`src/hw/rtl/stream_substring_replace_defines.svh`:
```
// Assertion macros for the substring replace block.
// Each macro expects clk and rst_n in scope.
`ifndef STREAM_SUBSTRING_REPLACE_DEFINES_SVH
`define STREAM_SUBSTRING_REPLACE_DEFINES_SVH

`ifndef SYNTH

`define SSR_ASSERT_HOLD(label, cond) \
    label: assert property (@(posedge clk) disable iff (!rst_n) (cond)) \
        else $error("ssr: invariant violated");

`define SSR_ASSERT_IMP(label, ante, cons) \
    label: assert property (@(posedge clk) disable iff (!rst_n) (ante) |-> (cons)) \
        else $error("ssr: implication violated");

`define SSR_ASSERT_NXT(label, ante, cons) \
    label: assert property (@(posedge clk) disable iff (!rst_n) (ante) |=> (cons)) \
        else $error("ssr: next-cycle check violated");

`else

`define SSR_ASSERT_HOLD(label, cond)
`define SSR_ASSERT_IMP(label, ante, cons)
`define SSR_ASSERT_NXT(label, ante, cons)

`endif

`endif

```
`src/hw/rtl/ssr_pkg.sv`:
```
`timescale 1ns / 1ps

package ssr_pkg;

    localparam int MAX_SEARCH_BYTES  = 8;
    localparam int MAX_REPLACE_BYTES = 8;
    localparam int BURST_DEPTH       = 8;
    localparam int LEN_W             = 4;
    localparam int CFG_INDEX_W       = 4;
    localparam int CFG_DATA_W        = 64;

    typedef logic [7:0]       byte_t;
    typedef logic [LEN_W-1:0] len_t;

    typedef enum logic [CFG_INDEX_W-1:0] {
        CFG_SEARCH_PATTERN  = 4'd0,
        CFG_SEARCH_LENGTH   = 4'd1,
        CFG_REPLACE_PATTERN = 4'd2,
        CFG_REPLACE_LENGTH  = 4'd3
    } cfg_index_t;

    typedef struct packed {
        byte_t in_byte;
        logic  has_byte;
        logic  end_of_string;
    } src_item_t;

    typedef struct packed {
        byte_t out_byte;
        logic  byte_valid;
        logic  last_out;
    } dst_item_t;

    // results produced by one source item, drained one per transfer
    typedef struct packed {
        logic [BURST_DEPTH-1:0][7:0] data;
        len_t                        cnt;
        logic                        last;
        logic                        marker;
    } burst_t;

endpackage

```
`src/hw/rtl/ssr_engine.sv`:
```
`timescale 1ns / 1ps

module ssr_engine
(
    input  logic                                   clk,
    input  logic                                   rst_n,
    input  logic                                   load,
    input  ssr_pkg::src_item_t                     item,
    input  logic [ssr_pkg::CFG_DATA_W-1:0]         search_pattern,
    input  ssr_pkg::len_t                          search_length,
    input  logic [ssr_pkg::CFG_DATA_W-1:0]         replace_pattern,
    input  ssr_pkg::len_t                          replace_length,
    output ssr_pkg::burst_t                        burst,
    output ssr_pkg::len_t                          pending_count
);

    logic [ssr_pkg::BURST_DEPTH-1:0][7:0] window_reg;
    logic [ssr_pkg::BURST_DEPTH-1:0][7:0] window_next;
    ssr_pkg::len_t                        count_reg;
    ssr_pkg::len_t                        count_next;

    always_comb
    begin
        ssr_pkg::len_t                        slen;
        ssr_pkg::len_t                        rlen;
        ssr_pkg::len_t                        c0;
        ssr_pkg::len_t                        c1;
        ssr_pkg::len_t                        n;
        ssr_pkg::len_t                        total;
        logic [ssr_pkg::BURST_DEPTH-1:0][7:0] w;
        logic [ssr_pkg::BURST_DEPTH-1:0][7:0] pre;
        logic                                 match;

        slen  = (search_length > ssr_pkg::len_t'(ssr_pkg::MAX_SEARCH_BYTES)) ?
                ssr_pkg::len_t'(ssr_pkg::MAX_SEARCH_BYTES) : search_length;
        rlen  = (replace_length > ssr_pkg::len_t'(ssr_pkg::MAX_REPLACE_BYTES)) ?
                ssr_pkg::len_t'(ssr_pkg::MAX_REPLACE_BYTES) : replace_length;
        w          = window_reg;
        pre        = '0;
        n          = '0;
        c0         = count_reg;
        c1         = count_reg;
        match      = 1'b0;
        count_next = count_reg;

        if (item.has_byte)
        begin
            if (slen == '0)
            begin
                pre[0] = item.in_byte;
                n      = ssr_pkg::len_t'(1);
            end
            else
            begin
                // a window longer than the pattern keeps only its head
                c0            = (count_reg >= slen) ? slen - ssr_pkg::len_t'(1) : count_reg;
                w[c0[2:0]]    = item.in_byte;
                c1            = c0 + ssr_pkg::len_t'(1);
                count_next    = c1;
                if (c1 == slen)
                begin
                    match = 1'b1;
                    for (int i = 0; i < ssr_pkg::BURST_DEPTH; i++)
                    begin
                        if ((ssr_pkg::len_t'(i) < slen) && (w[i] != search_pattern[8*i +: 8]))
                        begin
                            match = 1'b0;
                        end
                    end
                    if (match)
                    begin
                        for (int i = 0; i < ssr_pkg::BURST_DEPTH; i++)
                        begin
                            pre[i] = replace_pattern[8*i +: 8];
                        end
                        n          = rlen;
                        count_next = '0;
                    end
                    else
                    begin
                        pre[0] = w[0];
                        n      = ssr_pkg::len_t'(1);
                        for (int i = 1; i < ssr_pkg::BURST_DEPTH; i++)
                        begin
                            if (ssr_pkg::len_t'(i) < slen)
                            begin
                                w[i-1] = w[i];
                            end
                        end
                        count_next = slen - ssr_pkg::len_t'(1);
                    end
                end
            end
        end

        window_next = w;
        burst.data  = pre;
        total       = n;
        if (item.end_of_string)
        begin
            // flush pending bytes behind whatever this byte produced
            for (int j = 0; j < ssr_pkg::BURST_DEPTH; j++)
            begin
                if (ssr_pkg::len_t'(j) >= n)
                begin
                    burst.data[j] = w[3'(j) - n[2:0]];
                end
            end
            total      = n + count_next;
            count_next = '0;
        end

        burst.last   = item.end_of_string;
        burst.marker = item.end_of_string && (total == '0);
        burst.cnt    = burst.marker ? ssr_pkg::len_t'(1) : total;
    end

    always_ff @(posedge clk or negedge rst_n)
    begin
        if (!rst_n)
        begin
            window_reg <= '0;
            count_reg  <= '0;
        end
        else if (load)
        begin
            window_reg <= window_next;
            count_reg  <= count_next;
        end
    end

    assign pending_count = count_reg;

endmodule

```
`src/hw/rtl/stream_substring_replace.sv`:
```
`timescale 1ns / 1ps
// channel | direction | handshake         | payload
// src     | in        | src_valid/stall   | src_item  (in_byte, has_byte, end_of_string)
// dst     | out       | dst_valid/stall   | dst_item  (out_byte, byte_valid, last_out)
// cfg     | in        | cfg_valid/ready   | cfg_index, cfg_data
//
// A src item passes the input register, then the result register, before its first dst transfer.
// Sustains one source byte per cycle while dst does not stall; an item giving k results holds src
// until they drain from the single-read result register, which drains one byte per transfer.
// Items giving no result leave the result register empty and do not hold src. cfg_ready is always high.
// Asynchronous active-low reset clears config, window and all valids.
// dst stall backs up into src stall once the input register is full.

`include "stream_substring_replace_defines.svh"

module stream_substring_replace
(
    input  logic                                clk,
    input  logic                                rst_n,
    input  logic                                src_valid,
    output logic                                src_stall,
    input  ssr_pkg::src_item_t                  src_item,
    output logic                                dst_valid,
    input  logic                                dst_stall,
    output ssr_pkg::dst_item_t                  dst_item,
    input  logic                                cfg_valid,
    output logic                                cfg_ready,
    input  logic [ssr_pkg::CFG_INDEX_W-1:0]     cfg_index,
    input  logic [ssr_pkg::CFG_DATA_W-1:0]      cfg_data
);

    logic [ssr_pkg::CFG_DATA_W-1:0]       search_pattern_reg;
    ssr_pkg::len_t                        search_length_reg;
    logic [ssr_pkg::CFG_DATA_W-1:0]       replace_pattern_reg;
    ssr_pkg::len_t                        replace_length_reg;

    ssr_pkg::src_item_t                   item_reg;
    logic                                 item_valid_reg;
    logic                                 item_valid_next;

    logic [ssr_pkg::BURST_DEPTH-1:0][7:0] burst_data_reg;
    logic [ssr_pkg::BURST_DEPTH-1:0][7:0] burst_data_next;
    ssr_pkg::len_t                        burst_cnt_reg;
    ssr_pkg::len_t                        burst_cnt_next;
    logic                                 burst_last_reg;
    logic                                 burst_marker_reg;

    ssr_pkg::burst_t                      burst;
    ssr_pkg::len_t                        pending_count;
    logic                                 src_xfer;
    logic                                 dst_xfer;
    logic                                 burst_free;
    logic                                 move;

    assign cfg_ready = 1'b1;

    always_ff @(posedge clk or negedge rst_n)
    begin
        if (!rst_n)
        begin
            search_pattern_reg  <= '0;
            search_length_reg   <= '0;
            replace_pattern_reg <= '0;
            replace_length_reg  <= '0;
        end
        else if (cfg_valid && cfg_ready)
        begin
            case (cfg_index)
                ssr_pkg::CFG_SEARCH_PATTERN:  search_pattern_reg  <= cfg_data;
                ssr_pkg::CFG_SEARCH_LENGTH:   search_length_reg   <= cfg_data[ssr_pkg::LEN_W-1:0];
                ssr_pkg::CFG_REPLACE_PATTERN: replace_pattern_reg <= cfg_data;
                ssr_pkg::CFG_REPLACE_LENGTH:  replace_length_reg  <= cfg_data[ssr_pkg::LEN_W-1:0];
                default: ;
            endcase
        end
    end

    assign dst_xfer   = dst_valid && !dst_stall;
    assign burst_free = (burst_cnt_reg == '0) ||
                        ((burst_cnt_reg == ssr_pkg::len_t'(1)) && dst_xfer);
    assign move       = item_valid_reg && burst_free;
    assign src_stall  = item_valid_reg && !move;
    assign src_xfer   = src_valid && !src_stall;

    always_comb
    begin
        item_valid_next = item_valid_reg;
        if (src_xfer)
        begin
            item_valid_next = 1'b1;
        end
        else if (move)
        begin
            item_valid_next = 1'b0;
        end
    end

    always_ff @(posedge clk or negedge rst_n)
    begin
        if (!rst_n)
        begin
            item_valid_reg <= 1'b0;
        end
        else
        begin
            item_valid_reg <= item_valid_next;
        end
    end

    always_ff @(posedge clk)
    begin
        if (src_xfer)
        begin
            item_reg <= src_item;
        end
    end

    ssr_engine u_engine
    (
        .clk             (clk),
        .rst_n           (rst_n),
        .load            (move),
        .item            (item_reg),
        .search_pattern  (search_pattern_reg),
        .search_length   (search_length_reg),
        .replace_pattern (replace_pattern_reg),
        .replace_length  (replace_length_reg),
        .burst           (burst),
        .pending_count   (pending_count)
    );

    always_comb
    begin
        burst_data_next = burst_data_reg;
        burst_cnt_next  = burst_cnt_reg;
        if (move)
        begin
            burst_data_next = burst.data;
            burst_cnt_next  = burst.cnt;
        end
        else if (dst_xfer)
        begin
            for (int i = 0; i < ssr_pkg::BURST_DEPTH - 1; i++)
            begin
                burst_data_next[i] = burst_data_reg[i+1];
            end
            burst_cnt_next = burst_cnt_reg - ssr_pkg::len_t'(1);
        end
    end

    always_ff @(posedge clk or negedge rst_n)
    begin
        if (!rst_n)
        begin
            burst_cnt_reg    <= '0;
            burst_last_reg   <= 1'b0;
            burst_marker_reg <= 1'b0;
        end
        else
        begin
            burst_cnt_reg <= burst_cnt_next;
            if (move)
            begin
                burst_last_reg   <= burst.last;
                burst_marker_reg <= burst.marker;
            end
        end
    end

    always_ff @(posedge clk)
    begin
        burst_data_reg <= burst_data_next;
    end

    assign dst_valid           = (burst_cnt_reg != '0);
    assign dst_item.out_byte   = burst_marker_reg ? 8'h00 : burst_data_reg[0];
    assign dst_item.byte_valid = !burst_marker_reg;
    assign dst_item.last_out   = burst_last_reg && (burst_cnt_reg == ssr_pkg::len_t'(1));

    `SSR_ASSERT_IMP(a_stall_only_when_full, src_stall, item_valid_reg)
    `SSR_ASSERT_IMP(a_marker_single, dst_valid && burst_marker_reg, (burst_cnt_reg == ssr_pkg::len_t'(1)) && burst_last_reg)
    `SSR_ASSERT_NXT(a_window_empty_after_end, move && item_reg.end_of_string, pending_count == '0)
    `SSR_ASSERT_HOLD(a_window_bound, pending_count < ssr_pkg::len_t'(ssr_pkg::BURST_DEPTH))

endmodule
```
`config.mk`:
```
export PLATFORM = sky130hd
export DESIGN_NAME = stream_substring_replace
export DESIGN_NICKNAME = d
export VERILOG_FILES = /design/src/hw/rtl/ssr_pkg.sv /design/src/hw/rtl/ssr_engine.sv /design/src/hw/rtl/stream_substring_replace.sv
export VERILOG_INCLUDE_DIRS = /design/src /design/src/hw/rtl
export SDC_FILE = /design/constraint.sdc
export NUM_CORES = 1
export LEC_CHECK = 0
export ABC_AREA = 1
export BUFFER_PORTS_ARGS = -buffer_cell sky130_fd_sc_hd__buf_4
export CAP_MARGIN = 20
export CELL_PAD_IN_SITES_DETAIL_PLACEMENT = 0
export CELL_PAD_IN_SITES_GLOBAL_PLACEMENT = 1
export CORE_MARGIN = 4
export CORE_UTILIZATION = 41
export CTS_CLUSTER_SIZE = 40
export DETAILED_ROUTE_END_ITERATION = 16
export PLACE_DENSITY = 0.86
export SKIP_CTS_REPAIR_TIMING = 1
export SYNTH_ARGS = -nofsm -noshare
export SYNTH_HDL_FRONTEND = slang
export SYNTH_HIERARCHICAL = 1
export SYNTH_SLANG_ARGS = --single-unit
```
`constraint.sdc`:
```
create_clock -name clk -period 8.33 [get_ports clk]
set_clock_uncertainty 0.1 [all_clocks]
set_input_delay 2.0825 -clock clk [delete_from_list [all_inputs] [get_ports clk]]
set_output_delay 2.0825 -clock clk [all_outputs]
set_load 0.01 [all_outputs]
```
==> flow_metrics.tcl <==
set metrics [dict create \
    status "complete, no violations" \
    synth_area_um2 19200 \
    clock_latency_ns 0.57 \
    use_met1 0.441 \
    vias 20000 \
    fmax_mhz 142 \
    finalHoldViolations 0 \
    fin_area_um2 21300 \
    grt_pass1_wl_um 121000 \
    drv_cap 0 \
    dr.pass1.iters 6 \
    ios 96 \
    ys_ff_latch 285 \
    synth_flop_cell "dfrtp_1" \
    drive_gt1_frac 0.0838 \
    via_per_inst 5.76 \
    ir_worst_vdd_uv 240 \
    die_area_um2 50300 \
    p_switching_mw 5.49 \
    grt_setup_unrepaired "false" \
    cts_tree "yes" \
    io_buffers 94 \
    grt_util_met3 0.0419 \
    synth-edff-count 74 \
    ant_nets 0 \
    startpoint "search_length_reg[3]" \
    endpoint_kind "register" \
    row_count 78 \
    crit_slowest_cell "inv_1" \
    arrival_ns 7.35 \
    power_density_nw_per_um2 473 \
    start_util 0.419 \
    grt_max_degree 127 \
    wl_um 82400 \
    required_ns 8.64 \
    fin_ws_ns 1.29 \
    nFillCells 4760 \
    start_kind "register" \
    finalNetCount 2948 \
    synth.avg_cell_area_um2 6.76 \
    gr-max-usage-layer "met2" \
    syn_to_final_growth_pct 11.0 \
    relSlewSlack 0.239 \
    power_mw 10.1 \
    ys_seq_area_frac 0.391 \
    htreeDepth 2 \
    cp_num_buf_inv 3 \
    antenna_found_initial 0 \
    tightest_slew_ns 1.13 \
    ys_types 45 \
    worst-setup-path-type "register to register" \
    cpMostUsedCell "nand2_1" \
    fin_crit_sh 0.845 \
    die-height_um 224 \
    numCtsBuffers 35 \
    min_from "replace_pattern_reg[44]" \
    swShare 0.546 \
    synthArstFlopShare 0.740 \
    placed_cells 3411 \
    core_um2 45800 \
    overflow 0 \
    internal-power_mw 4.57 \
    final_util 0.465 \
    grt_usage 0.322 \
    setup_viol 0 \
    met2_usage 0.505 \
    clockRootBuffer "clkbuf_16" \
    cp_max_fo 33 \
    wl_per_cell_um 23.7 \
    fin_setup_tns_ns 0 \
    yosys_warnings 6 \
    post_dp_cell_area_um2 20100 \
    place.gp.congestion 1.06 \
    comb_power_share 0.603 \
    syn_inst 2836 \
    hp-class "register to register" \
    worst_path_largest_cell_delay_ns 0.67 \
    p_clk_frac 0.158 \
    crit_family "simple AND/OR/NAND/NOR gates" \
    syn_nets 2936 \
    drc 0 \
    regToRegStartpoint "search_length_reg[3]" \
    cts_sinks 285 \
    grt_pass1_vias 18500 \
    clk_path_buf_depth 3 \
    drv_slew 0 \
    fp.dieW_um 224 \
    seqPwrFrac 0.239 \
    fin_cells 3475 \
    num_antenna_cells 0 \
    drt_iter0_drc 2589 \
    p_leak_nw 10.8 \
    place_ws_ns 1.41 \
    path_clk_slew_ns 0.06 \
    hold_slack_ns 0.387 \
    dpl.hpwl_um 62400 \
    fin_crit_ns 7.04 \
]
## synthesized netlist by cell type (2+ instances only)
master	n	area share
mux2i_1	7	0.0037
o211ai_1	11	0.0043
a31oi_1	55	0.018
nand2_2	16	0.0052
inv_2	14	0.0027
buf_4	15	0.0059
ha_1	17	0.011
or2_2	2	0.00065
clkbuf_1	60	0.012
o22ai_1	2	0.00065
nand3_2	6	0.0031
nor3_1	2	0.00052
buf_1	12	0.0023
edfxtp_1	74	0.12
o21ai_2	2	0.00091
nor2_2	6	0.0020
dfrtp_1	211	0.28
a21oi_1	10	0.0026
nor2_1	108	0.021
nand2_1	1030	0.20
nand3_4	3	0.0027
buf_6	16	0.0094
inv_1	269	0.053
nand3b_1	14	0.0055
xor2_1	3	0.0014
clkinv_1	5	0.00098
nand3_1	524	0.14
nand4_1	92	0.030
nor2_4	3	0.0018
nand2_4	5	0.0029
buf_2	37	0.0097
a21oi_2	2	0.00091
o21ai_1	26	0.0068
o21ai_0	166	0.043
## final timing paths
check | endpoint | slack (ns) | cells after the start
min reg2reg | replace_pattern_reg[44] | 0.39 | 2
max in group asynchronous | search_pattern_reg[44] | 5.49 | 2
min | replace_pattern_reg[44] | 0.39 | 2
max | burst_data_reg[5] | 1.29 | 32
min in group asynchronous | search_pattern_reg[13] | 1.43 | 1
max reg2reg | burst_data_reg[5] | 1.29 | 32
## per-layer routing
| layer | up-vias | routed length (um) |
|---|---|---|
| li1 | 9396 | - |
| met1 | 9500 | 34400 |
| met2 | 943 | 36800 |
| met3 | 182 | 6260 |
| met4 | 0 | 4910 |
| met5 | - | 0 |
## cell usage in the layout (no fill, tap or decap), types with 6 or more instances in the layout
master	count
nand2_1	1029
nand3_1	522
inv_1	268
dfrtp_1	211
o21ai_0	166
buf_4	113
nor2_1	107
nand4_1	92
edfxtp_1	74
a31oi_1	55
clkbuf_16	36
o21ai_1	26
nand2_2	17
ha_1	17
inv_2	15
nand3b_1	14
o211ai_1	11
a21oi_1	10
clkinv_2	7
clkbuf_1	7
mux2i_1	7
nor2_2	6
clkinv_1	6
nand3_2	6
## worst min-delay path: stages, from the launching register on
cell and delay, ns:
dfrtp_1 0.34, nand2_1 0.05, o21ai_0 0.06
## power groups by stage
stage / registers, mW / clock network, mW / logic, mW
CTS: 2.40 / 1.61 / 5.92
global placement: 2.41 / 0 / 5.86
detailed placement: 2.42 / 0 / 5.90
global route: 2.45 / 1.68 / 6.62
finish: 2.41 / 1.59 / 6.07
floorplan: 2.26 / 0 / 4.16
## layout make-up
cell class,instances,area [um^2],share of cell area
Tap cell,600,751,0.0353
Sequential cell,285,7500,0.353
Clock buffer,48,996,0.0468
Clock inverter,16,183,0.00859
Inverter,290,1090,0.0513
Multi-Input combinational cell,2121,9860,0.464
Timing Repair Buffer,115,883,0.0415
## cell families after synthesis
logic type | after synthesis | share of synthesized area
AND/OR/NAND/NOR | 1814 | 0.416
buffers and inverters | 430 | 0.0960
flip-flops | 285 | 0.391
AO/OA/AOI/OAI | 277 | 0.0796
adder cells (fa/ha/maj) | 17 | 0.0111
multiplexers | 7 | 0.00365
XOR/XNOR | 5 | 0.00268
other | 1 | 0.000196
No activity file was read; power rests on OpenSTA's default activity.
